==> config.mk <==
export PLATFORM = sky130hd
export DESIGN_NAME = periodic_task_scheduler
export DESIGN_NICKNAME = d
export VERILOG_FILES = /design/src/design/pts_pkg.sv /design/src/design/pts_slot_mem.sv /design/src/design/pts_slot_alu.sv /design/src/design/periodic_task_scheduler.sv
export SDC_FILE = /design/constraint.sdc
export NUM_CORES = 1
export LEC_CHECK = 0
export ABC_AREA = 1
export BUFFER_PORTS_ARGS = -buffer_cell sky130_fd_sc_hd__buf_2
export CORE_ASPECT_RATIO = 1.4
export CORE_MARGIN = 2
export CORE_UTILIZATION = 61
export CTS_CLUSTER_DIAMETER = 200
export CTS_CLUSTER_SIZE = 28
export DETAILED_ROUTE_END_ITERATION = 10
export PLACE_DENSITY = 0.76
export SLEW_MARGIN = 20
export SYNTH_ARGS = -nofsm -noshare
export SYNTH_HDL_FRONTEND = slang
export SYNTH_SLANG_ARGS = --single-unit
export TNS_END_PERCENT = 50
==> constraint.sdc <==
create_clock -name clk -period 4.2 [get_ports clk]
set_input_delay 0.84 -clock clk [delete_from_list [all_inputs] [get_ports clk]]
set_output_delay 0.84 -clock clk [all_outputs]
set_load 0.03 [all_outputs]
==> src/design/pts_pkg.sv <==
package pts_pkg;

  typedef enum logic [2:0] {
    MODE_TICK        = 3'd0,
    MODE_DISPATCH    = 3'd1,
    MODE_CREATE      = 3'd2,
    MODE_SET_STATE   = 3'd3,
    MODE_SET_PERIOD  = 3'd4,
    MODE_SET_COUNTER = 3'd5,
    MODE_READ        = 3'd6,
    MODE_UNUSED      = 3'd7
  } mode_t;

  localparam logic [1:0] SLOT_BLOCKED   = 2'd0;
  localparam logic [1:0] SLOT_READY     = 2'd1;
  localparam logic [1:0] SLOT_SUSPENDED = 2'd2;

  localparam logic [1:0] STAT_OK    = 2'd0;
  localparam logic [1:0] STAT_LIMIT = 2'd1;
  localparam logic [1:0] STAT_FULL  = 2'd2;

  localparam logic [1:0] CFG_CHECK = 2'd0;
  localparam logic [1:0] CFG_MIN   = 2'd1;
  localparam logic [1:0] CFG_MAX   = 2'd2;

  localparam logic [7:0] MIN_PERIOD_RST = 8'd1;
  localparam logic [7:0] MAX_PERIOD_RST = 8'd255;

  typedef struct packed {
    logic [1:0] state;
    logic [7:0] period;
    logic [7:0] counter;
  } slot_t;

  typedef struct packed {
    mode_t      mode;
    logic [2:0] task_index;
    logic [7:0] period;
    logic [7:0] counter_value;
    logic [1:0] task_state;
  } item_t;

  typedef struct packed {
    logic       check;
    logic [7:0] min_period;
    logic [7:0] max_period;
  } cfg_t;

  typedef struct packed {
    logic [1:0] status;
    logic [2:0] index;
    logic       dispatched;
    logic [1:0] state;
    logic [7:0] period;
    logic [7:0] counter;
    logic       last;
  } res_t;

  typedef struct packed {
    logic       we;
    logic       emit;
    slot_t      slot;
    logic [1:0] status;
  } alu_out_t;

  // the unused state code is stored as blocked
  function automatic logic [1:0] fix_state(input logic [1:0] s);
    fix_state = (s == 2'd3) ? SLOT_BLOCKED : s;
  endfunction

endpackage

==> src/design/pts_slot_mem.sv <==
module pts_slot_mem
  import pts_pkg::*;
#(
  parameter int DEPTH = 8,
  parameter int IW    = 3
) (
  input  logic          clk,
  input  logic          rst_n,
  input  logic          we,
  input  logic [IW-1:0] waddr,
  input  slot_t         wdata,
  input  logic [IW-1:0] raddr,
  output slot_t         rdata
);

  slot_t            slot_mem_r [DEPTH];
  logic [DEPTH-1:0] valid_r;
  slot_t            rdata_r;
  logic             rd_ok;

  assign rd_ok = 32'(raddr) < DEPTH;

  always_ff @(posedge clk) begin
    if (!rst_n) begin
      valid_r <= '0;
    end else if (we) begin
      valid_r[waddr] <= 1'b1;
    end
  end

  always_ff @(posedge clk) begin
    if (we) begin
      slot_mem_r[waddr] <= wdata;
    end
  end

  // entries never written read as the cleared slot
  always_ff @(posedge clk) begin
    if (rd_ok && valid_r[raddr]) begin
      rdata_r <= slot_mem_r[raddr];
    end else begin
      rdata_r <= '0;
    end
  end

  assign rdata = rdata_r;

endmodule

==> src/design/pts_slot_alu.sv <==
module pts_slot_alu
  import pts_pkg::*;
(
  input  item_t    item,
  input  slot_t    slot,
  input  cfg_t     cfg,
  input  logic     full,
  input  logic     idx_ok,
  output alu_out_t res
);

  always_comb begin
    res        = '0;
    res.slot   = slot;
    res.status = STAT_OK;
    case (item.mode)
      MODE_TICK: begin
        if (slot.state != SLOT_SUSPENDED) begin
          res.we = 1'b1;
          if (slot.period <= slot.counter) begin
            res.slot.counter = 8'd1;
            res.slot.state   = SLOT_READY;
          end else begin
            res.slot.counter = slot.counter + 8'd1;
          end
        end
      end
      MODE_DISPATCH: begin
        if (slot.state == SLOT_READY) begin
          res.we         = 1'b1;
          res.emit       = 1'b1;
          res.slot.state = SLOT_BLOCKED;
        end
      end
      MODE_CREATE: begin
        if (cfg.check && (item.period < cfg.min_period || item.period > cfg.max_period)) begin
          res.status = STAT_LIMIT;
        end else if (full) begin
          res.status = STAT_FULL;
        end else begin
          res.we           = 1'b1;
          res.slot.state   = fix_state(item.task_state);
          res.slot.period  = item.period;
          res.slot.counter = 8'd1;
        end
      end
      MODE_SET_STATE: begin
        res.we         = idx_ok;
        res.slot.state = fix_state(item.task_state);
      end
      MODE_SET_PERIOD: begin
        res.we          = idx_ok;
        res.slot.period = item.period;
      end
      MODE_SET_COUNTER: begin
        res.we           = idx_ok;
        res.slot.counter = item.counter_value;
      end
      default: begin
        res.we = 1'b0;
      end
    endcase
  end

endmodule

==> src/design/periodic_task_scheduler.sv <==
// tick and dispatch sweep the registered slots, one slot per cycle through the single
// read port of the slot memory and the update unit; in dispatch, a ready slot found while
// the previous result waits on out_tready stalls the sweep.
// a new request is taken only while the sequencer is idle, one at a time.
// rst_n is synchronous: clears slot count, table valid bits, state and valid flags, and
// loads config defaults, with no clearing pass.
module periodic_task_scheduler
  import pts_pkg::*;
#(
  parameter int MAX_TASKS = 8
) (
  input  logic        clk,
  input  logic        rst_n,
  // config write
  input  logic        cfg_valid,
  output logic        cfg_ready,
  input  logic [1:0]  cfg_index,
  input  logic [7:0]  cfg_data,
  // requests
  input  logic        in_tvalid,
  output logic        in_tready,
  input  logic [23:0] in_tdata,   // task_index[2:0], period[10:3], counter_value[18:11],
                                  // task_state[20:19], zero fill
  input  logic [2:0]  in_tuser,   // mode
  // results
  output logic        out_tvalid,
  input  logic        out_tready,
  output logic [23:0] out_tdata,  // status[1:0], result_index[4:2], result_state[6:5],
                                  // result_period[14:7], result_counter[22:15], zero fill
  output logic        out_tuser,  // dispatched
  output logic        out_tlast
);

  localparam int IW = (MAX_TASKS > 1) ? $clog2(MAX_TASKS) : 1;
  localparam int CW = $clog2(MAX_TASKS + 1);

  typedef enum logic [2:0] {
    S_IDLE = 3'b001,
    S_EXEC = 3'b010,
    S_FIN  = 3'b100
  } state_t;

  state_t        state_r, state_nxt;
  logic [CW-1:0] addr_r, addr_nxt;
  logic [CW-1:0] n_reg_r, n_reg_nxt;
  logic          hold_v_r, hold_v_nxt;
  res_t          hold_r, hold_nxt;
  logic          out_valid_r, out_valid_nxt;
  res_t          out_r, out_nxt;
  item_t         item_r;
  cfg_t          cfg_r;

  logic          in_acc;
  logic          out_free;
  logic          sweep;
  logic          in_sweep;
  logic          full;
  logic          idx_ok;
  logic          push;
  res_t          push_res;
  logic          mem_we;
  slot_t         rdata;
  alu_out_t      alu;
  mode_t         in_mode;

  assign in_mode   = mode_t'(in_tuser);
  assign in_tready = (state_r == S_IDLE);
  assign in_acc    = in_tvalid && in_tready;
  assign cfg_ready = 1'b1;
  assign out_free  = !out_valid_r || out_tready;
  assign full      = (n_reg_r == CW'(MAX_TASKS));
  assign idx_ok    = 32'(item_r.task_index) < MAX_TASKS;
  assign sweep     = (item_r.mode == MODE_TICK) || (item_r.mode == MODE_DISPATCH);
  assign in_sweep  = (in_mode == MODE_TICK) || (in_mode == MODE_DISPATCH);

  pts_slot_mem #(
    .DEPTH (MAX_TASKS),
    .IW    (IW)
  ) u_mem (
    .clk   (clk),
    .rst_n (rst_n),
    .we    (mem_we),
    .waddr (addr_r[IW-1:0]),
    .wdata (alu.slot),
    .raddr (addr_nxt[IW-1:0]),
    .rdata (rdata)
  );

  pts_slot_alu u_alu (
    .item   (item_r),
    .slot   (rdata),
    .cfg    (cfg_r),
    .full   (full),
    .idx_ok (idx_ok),
    .res    (alu)
  );

  always_comb begin
    state_nxt     = state_r;
    addr_nxt      = addr_r;
    n_reg_nxt     = n_reg_r;
    hold_v_nxt    = hold_v_r;
    hold_nxt      = hold_r;
    out_valid_nxt = out_valid_r && !out_tready;
    out_nxt       = out_r;
    push          = 1'b0;
    push_res      = hold_r;
    mem_we        = 1'b0;

    case (state_r)
      S_IDLE: begin
        if (in_acc) begin
          if (in_sweep) begin
            addr_nxt  = '0;
            state_nxt = (n_reg_r == '0) ? S_FIN : S_EXEC;
          end else if (in_mode == MODE_CREATE) begin
            addr_nxt  = n_reg_r;
            state_nxt = S_EXEC;
          end else begin
            addr_nxt  = CW'(in_tdata[2:0]);
            state_nxt = S_EXEC;
          end
        end
      end
      S_EXEC: begin
        if (sweep) begin
          // a found slot stalls only when the previous one cannot leave
          if (!(alu.emit && hold_v_r && !out_free)) begin
            mem_we = alu.we;
            if (alu.emit) begin
              push                = hold_v_r;
              hold_v_nxt          = 1'b1;
              hold_nxt            = '0;
              hold_nxt.index      = 3'(addr_r);
              hold_nxt.dispatched = 1'b1;
            end
            addr_nxt = addr_r + 1'b1;
            if (addr_nxt == n_reg_r) begin
              state_nxt = S_FIN;
            end
          end
        end else begin
          mem_we    = alu.we;
          state_nxt = S_FIN;
          case (item_r.mode)
            MODE_CREATE: begin
              hold_v_nxt      = 1'b1;
              hold_nxt        = '0;
              hold_nxt.status = alu.status;
              if (alu.we) begin
                hold_nxt.index = 3'(n_reg_r);
                n_reg_nxt      = n_reg_r + 1'b1;
              end
            end
            MODE_READ: begin
              hold_v_nxt     = 1'b1;
              hold_nxt       = '0;
              hold_nxt.index = item_r.task_index;
              if (idx_ok) begin
                hold_nxt.state   = rdata.state;
                hold_nxt.period  = rdata.period;
                hold_nxt.counter = rdata.counter;
              end
            end
            default: begin
              hold_v_nxt = hold_v_r;
            end
          endcase
        end
      end
      S_FIN: begin
        if (hold_v_r || item_r.mode == MODE_DISPATCH) begin
          if (out_free) begin
            push          = 1'b1;
            push_res      = hold_v_r ? hold_r : '0;
            push_res.last = 1'b1;
            hold_v_nxt    = 1'b0;
            state_nxt     = S_IDLE;
          end
        end else begin
          state_nxt = S_IDLE;
        end
      end
      default: begin
        state_nxt = S_IDLE;
      end
    endcase

    if (push) begin
      out_nxt       = push_res;
      out_valid_nxt = 1'b1;
    end
  end

  always_ff @(posedge clk) begin
    if (!rst_n) begin
      state_r     <= S_IDLE;
      addr_r      <= '0;
      n_reg_r     <= '0;
      hold_v_r    <= 1'b0;
      out_valid_r <= 1'b0;
      cfg_r       <= '{check: 1'b0, min_period: MIN_PERIOD_RST, max_period: MAX_PERIOD_RST};
    end else begin
      state_r     <= state_nxt;
      addr_r      <= addr_nxt;
      n_reg_r     <= n_reg_nxt;
      hold_v_r    <= hold_v_nxt;
      out_valid_r <= out_valid_nxt;
      if (cfg_valid && cfg_ready) begin
        case (cfg_index)
          CFG_CHECK: cfg_r.check      <= cfg_data[0];
          CFG_MIN:   cfg_r.min_period <= cfg_data;
          CFG_MAX:   cfg_r.max_period <= cfg_data;
          default:   cfg_r            <= cfg_r;
        endcase
      end
    end
  end

  always_ff @(posedge clk) begin
    hold_r <= hold_nxt;
    out_r  <= out_nxt;
    if (in_acc) begin
      item_r.mode          <= in_mode;
      item_r.task_index    <= in_tdata[2:0];
      item_r.period        <= in_tdata[10:3];
      item_r.counter_value <= in_tdata[18:11];
      item_r.task_state    <= in_tdata[20:19];
    end
  end

  assign out_tvalid = out_valid_r;
  assign out_tdata  = {1'b0, out_r.counter, out_r.period, out_r.state, out_r.index,
                       out_r.status};
  assign out_tuser  = out_r.dispatched;
  assign out_tlast  = out_r.last;

endmodule
==> key figures, run 1 <==
Cells and area
  – Final Util: 66.4%
  – Layout cell share with drive strength beyond 1: roughly 9.0%
  – Most frequent cells in the layout: nand2_1 (291), inv_1 (281), edfxtp_1 (217)
  – Area Overhead vs Synth: 7.30%
  – Finished Layout Cells: 1668
  – Most common cell after layout, fill and taps aside: nand2_1
  – ANT cells: 0
  – Fin nets: 1474

Detailed routing
  – Final ANT Viol Nets: 0
  – Vias post-DR: ~9000
  – DRC errors left: 0
  – Total wire length: 26.9 mm
  – Router iterations before antenna repair: 5
  – Routed len/inst: 16.1 um
  – DR vias/cell: 5.42
  – 1st-iter DRT viols: 718

Power and ir drop
  – Leak: around 6.1 nW
  – Combinational share of power: 24.5%
  – Maximum vdd drop: between 0.3 and 0.4 mV
  – Clock share of power: 22.3%
  – Reg power frac: 53.2%
  – Switching Share: 32.2%
  – Net Switching: ~2.0 mW
  – Pwr/cell area: around 460 nW/um2
  – Internal: 4.23 mW

Clock tree
  – Num CTS Buffers: 13
  – TritonCTS clock tree: yes
  – Clock root buffer: clkbuf_16
  – H-tree levels: 1
  – Clk pin slew, worst setup/hold paths: 0.10 ns
  – CTS resizes: 0
  – Clk sink count: 273
  – Clock tree buffer depth: 3
  – Total setup buffers inserted after CTS: 0
  – Worst-skew pair later-pin latency: 0.49 ns
  – Hold buffer count at CTS: 0

Critical path
  – Worst EP arrival: 3.38 ns
  – R2R Path Start: item_r[17]
  – R2r worst-path depth: 11
  – Register-to-Register Setup Slack: 0.99 ns
  – Crit path capture type: flop
  – CP Max Fanout: 8
  – Slowest CP cell: o21ai_0
  – Critical R2R Capture: u_mem.slot_mem_r[1][2]
  – Crit path buf inv count: 0
  – CP delay by family, top: compound AO/OA/AOI/OAI gates
  – Critical path's largest stage delay: roughly 0.73 ns
  – Crit path kind: reg2reg
  – Cell chain of the critical path: ha_1 > nand2_1 > nor2_1 > nand2_1 > nand2_1 > nand2_1 > nand2_1 > nand2_1 > a21oi_1 > nor2_1 > o21ai_0
  – CP Launch Type: flop
  – Worst EP required: 4.36 ns
  – Critical path's most frequent cell: nand2_1

STA
  – Setup total negative slack: 0 ns
  – Fin. Hold Viols: 0
  – Setup violators final: 0
  – Slew @ Worst Pin: 1.01 ns
  – Relative slew slack: around a third
  – Setup Skew: 0.0176 ns
  – Unrepaired setup endpoints after global routing: no
  – Fin crit share: 76.5%
  – Pins Over Slew Limit: 0
  – Max Freq: 311 MHz
  – Fin crit period: ~3.2 ns

Placed design
  – HPWL after DPL: 17.8 mm
  – Placed Cells: approximately 1600
  – Placer Congestion: 0.901
  – Port Buffers: 65

Synthesis
  – Register area share after synthesis: 60.3%
  – Mean Syn Cell Area: 9.37 um2
  – Post-synth top area share: 51.4%
  – Gate count after technology mapping: 1352
  – Area leader, netlist: edfxtp_1
  – Seq cells post-synth: approximately 270
  – Syn Nets: 1421
  – Post-synthesis cell type count: 44
  – Cell Area, Synth: around 13000 um2
  – Ys Warns: 0
  – Synth top area cells: edfxtp_1 (51%), dfxtp_1 (8.8%), nand2_1 (8.6%)

Floorplan
  – Die Area: 22000 um2
  – Die span in y: 175 um
  – Area of the core: about 20000 um2
  – Rows: 62
  – Die width: between 100 and 150 um
  – Num ports: 71
  – Starting Density: around three fifths

Outcome
  – Outcome: completed

Global route
  – Vias in the first global route: 8953
  – First-pass GRT wire length: roughly 44 mm
  – Largest net degree at the start of global routing: between 40 and 50
  – Gr usage total: 25.0%
  – GR Overflow Total: 0
  – Antenna violations before repair: 0

Min path
  – Hold path depth: 2
  – Worst Min Path Start: cfg_r[15]
  – Hold crit path type: reg2reg
  – Worst hold endpoint: cfg_r[15]

Run
  – Total of max-cap violations: 0
## final cells by class
class                   count  area, um2
flip-flops and latches    273       7640
fillers                  1644       6880
multi-input cells         739       3670
inverters                 291       1090
repair buffers             87        503
clock buffers              20        352
well taps                 256        320
clock inverters             2       17.5
## metrics by stage
step	instance area, um2	hold slack (ns)	worst slack (ns)	power, mW
after floorplan	12700	0.429	0.730	4.47
after global placement	13200	0.446	1.02	4.85
after detailed placement	13200	0.452	1.03	4.89
after CTS	13600	0.467	1.04	6.25
after global routing	13600	0.483	0.761	6.58
final	13600	0.460	0.986	6.24
## worst register-to-register path, cell delays in order, from the launching register on
cell      delay [ns]
edfxtp_1        0.48
ha_1            0.34
nand2_1         0.10
nor2_1          0.20
nand2_1         0.08
nand2_1         0.06
nand2_1         0.04
nand2_1         0.08
nand2_1         0.18
a21oi_1         0.51
nor2_1          0.10
o21ai_0         0.73
## registers in the layout (all words and copies together), names as in the netlist, 3 cells and up
| register | flops |
|---|---|
| item_r | 24 |
| u_mem.rdata | 18 |
| hold_r | 24 |
| state_r | 3 |
| addr_r | 4 |
| u_mem.valid_r | 8 |
| u_mem.slot_mem_r | 144 |
| out_tdata | 23 |
| n_reg_r | 4 |
| cfg_r | 17 |
## power groups by stage
stage / Clock, mW / Sequential (mW) / Combinational, mW
global route: 1.50 / 3.33 / 1.75
detailed placement: 0 / 3.38 / 1.52
global placement: 0 / 3.37 / 1.48
floorplan: 0 / 3.31 / 1.15
finish: 1.39 / 3.32 / 1.53
CTS: 1.41 / 3.32 / 1.53
## logic make-up (layout without fill, tap and decap cells)
family,count (synthesis),in the layout,share of synthesized area (%)
compound gates,110,110,5.06
xor+xnor,11,11,0.760
fa+ha+maj,27,27,2.67
buf+inv,340,400,10.9
flops,273,273,60.3
other cells,2,2,0.0593
simple gates,589,589,20.3
## synthesized netlist by cell type (all sizes together)
master	number
nand2	298
inv	289
edfxtp	217
nand3	180
nor2	84
dfxtp	56
a21oi	42
buf	39
o21ai	35
ha	27
o211ai	16
nor3	12
clkbuf	10
xor2	10
nand4	9
o2111ai	5
a31oi	3
nor4	3
o21a	3
a21boi	2
clkinv	2
conb	2
nand3b	2
a2111oi	1
a21o	1
a22oi	1
o31ai	1
or2	1
xnor2	1
## metal layers
metal | track usage [%] | vias up | wire length [um]
met3 | 2.80 | 78 | 1450
met4 | 12.6 | 0 | 1340
met2 | 44.7 | 308 | 14000
met5 | 0 | - | 0
met1 | 29.8 | 4196 | 10200
li1 | - | 4456 | -
## worst max-delay path by stage
stage	start	slack (ns)	endpoint	cells after the start
after floorplan	item_r[23]	0.73	out_tdata[0]	5
after global placement	out_tready	1.02	u_mem.rdata[4]	14
after detailed placement	out_tready	1.03	u_mem.rdata[4]	14
after CTS	item_r[17]	1.04	u_mem.slot_mem_r[5][2]	11
after global routing	item_r[17]	0.76	u_mem.slot_mem_r[0][2]	11
final	item_r[17]	0.99	u_mem.slot_mem_r[1][2]	11
(Power assumes the default switching activity.)
==> inputs of run 2 (changes only) <==
==> constraint.sdc (replaced) <==
create_clock -name clk -period 3.2 [get_ports clk]
set_input_delay 0.64 -clock clk [delete_from_list [all_inputs] [get_ports clk]]
set_output_delay 0.64 -clock clk [all_outputs]
set_load 0.03 [all_outputs]
==> key figures, run 2 (synthesis gave the netlist of run 1 again) <==
Outcome
  – Outcome: completed

Detailed routing
  – DR vias/cell: 5.46 (+0.81%)
  – Vias post-DR: 9155 (+1.3%)
  – DRC errors left: 0 (unchanged)
  – 1st-iter DRT viols: 786 (+9.5%)
  – Final ANT Viol Nets: 0 (unchanged)
  – Total wire length: 27.3 mm (+1.5%)
  – Routed len/inst: 16.3 um (+1.0%)
  – Router iterations before antenna repair: 6 (+1)

Clock tree
  – Clk pin slew, worst setup/hold paths: 0.11 ns (about the same)
  – Hold buffer count at CTS: 0 (unchanged)
  – Worst-skew pair later-pin latency: 0.49 ns (about the same)
  – Clock root buffer: clkbuf_16
  – Clk sink count: 273 (unchanged)
  – Clock tree buffer depth: 3 (unchanged)
  – H-tree levels: 1 (unchanged)
  – TritonCTS clock tree: yes
  – Num CTS Buffers: 13 (unchanged)
  – CTS resizes: 0 (unchanged)
  – Total setup buffers inserted after CTS: 0 (unchanged)

Cells and area
  – Area Overhead vs Synth: 9.08%
  – Finished Cell Area: 13800 um2 (+1.7%)
  – Layout cell share with drive strength beyond 1: 9.58% (+0.58 points)
  – Fill cells: 1580 (-3.9%)
  – Max reg flops: 144 (unchanged)
  – Most frequent cells in the layout: nand2_1 (291), inv_1 (282), edfxtp_1 (217)
  – Biggest regs: u_mem.slot_mem_r: 144 flops, hold_r: 24 flops, item_r: 24 flops
  – Most common cell after layout, fill and taps aside: nand2_1
  – ANT cells: 0 (unchanged)
  – Reg with most FFs: u_mem.slot_mem_r
  – Fin nets: 1482 (+0.54%)

Power and ir drop
  – Leak: 6.23 nW (+1.5%)
  – Pwr/cell area: 599 nW/um2 (+31%)
  – Total power: 8.28 mW (+33%)
  – Maximum vdd drop: 0.540 mV (+38%)

Floorplan
  – Num ports: 71 (unchanged)
  – Die width: 126 um (unchanged)
  – Starting Density: 61.9% (unchanged)
  – Die Area: 22000 um2 (unchanged)
  – Die span in y: 175 um (unchanged)
  – Area of the core: 20500 um2 (unchanged)
  – Rows: 62 (unchanged)

Critical path
  – CP Launch Type: flop
  – Crit path buf inv count: 1 (+1)
  – Cell depth of the worst setup path: 12 (+1)
  – Critical path's largest stage delay: 0.46 ns (-0.27 ns)
  – Slowest CP cell: nand2_1
  – Cell chain of the critical path: ha_1 > nand2_1 > nor2_1 > nand4_1 > nand2_1 > nand2_1 > nand2_1 > nand3_1 > nand2_1 > nand3_1 > nor2_2 > buf_12
  – Worst EP required: 3.40 ns (-0.96 ns)
  – Crit path kind: reg2reg
  – Crit path capture type: flop
  – Critical path's most frequent cell: nand2_1
  – CP Max Fanout: 18 (+10)
  – Worst EP arrival: 3.10 ns (-0.28 ns)
  – R2r worst-path depth: 12 (+1)
  – CP delay by family, top: simple AND/OR/NAND/NOR gates

Placed design
  – HPWL after DPL: 18.0 mm (+0.93%)
  – Placement Cell Area: 13500 um2 (+1.7%)
  – Port Buffers: 65 (unchanged)
  – Placer Congestion: 0.887 (-1.5%)

Min path
  – Hold crit path type: in2reg
  – Hold path depth: 1 (-1)

STA
  – Setup violators final: 0 (unchanged)
  – Relative slew slack: 48.0% (+16 points)
  – Slew @ Worst Pin: 0.777 ns (-0.231 ns)
  – Fin crit period: 2.91 ns (-0.308 ns)
  – Fin crit share: 90.8% (+14 points)
  – Setup Skew: 0.0152 ns (-0.00244 ns)
  – Hold slack: 0.316 ns (-0.144 ns)
  – Unrepaired setup endpoints after global routing: no
  – Pins Over Slew Limit: 0 (unchanged)
  – Max Freq: 344 MHz (+11%)
  – Fin. Hold Viols: 0 (unchanged)
  – Setup total negative slack: 0 ns (unchanged)

Global route
  – First-pass GRT wire length: 43.6 mm (-0.35%)
  – GR Overflow Total: 0 (unchanged)
  – Gr usage total: 25.0% (-0.046 points)
  – Largest net degree at the start of global routing: 73 (+59%)
  – Vias in the first global route: 8873 (-0.89%)
  – Antenna violations before repair: 0 (unchanged)

Run
  – Total of max-cap violations: 0 (unchanged)
[run 2: changes by cell type in the layout (fill, tap and decap cells not counted)]
cell,change
nor2_1,-1
buf_12,+13
inv_1,+1
buf_4,-5
clkinv_1,-1
nor2_2,+1
[run 2: cell type report]
class,count,area (um2),share of cell area (%)
sequential,273,7640,55.3
multi-input combinational,739,3680,26.6
clock buffer,20,352,2.54
clock inverter,2,17.5,0.127
inverter,291,1090,7.90
timing repair buffer,95,726,5.25
tap,256,320,2.32
[run 2: path summary, 6_finish.rpt]
path	startpoint	end	slack, ns
max	item_r[17]	u_mem.slot_mem_r[6][3]	0.29
max reg2reg	item_r[17]	u_mem.slot_mem_r[6][3]	0.29
min reg2reg	u_mem.valid_r[3]	u_mem.valid_r[3]	0.46
min	in_tdata[12]	item_r[3]	0.32
[run 2: routing by layer]
layer / vias up / wire, um / share of wire (%) / global-route usage [%]
met3: 77 / 1600 / 5.9 / 2.46
met2: 311 / 14200 / 52 / 45.4
met5: - / 0 / 0 / 0
met4: 0 / 1170 / 4.3 / 10.9
met1: 4287 / 10400 / 38 / 30.0
li1: 4480 / - / - / -
[run 2: metrics by stage]
stage / setup slack (ns) / util (%) / std cells
detailed placement: 0.354 / 65.7 / 1654
finish: 0.294 / 67.5 / 1676
floorplan: 0.242 / - / 1352
CTS: 0.325 / 67.5 / 1676
global route: 0.151 / 67.5 / 1676
global placement: 0.415 / 65.7 / 1654
[run 2: report_power, final]
| group | total (mW) | switching, mW | internal, mW |
|---|---|---|---|
| combinational | 2.12 | 1.46 | 0.654 |
| clock | 1.83 | 1.05 | 0.783 |
| sequential | 4.33 | 0.156 | 4.17 |
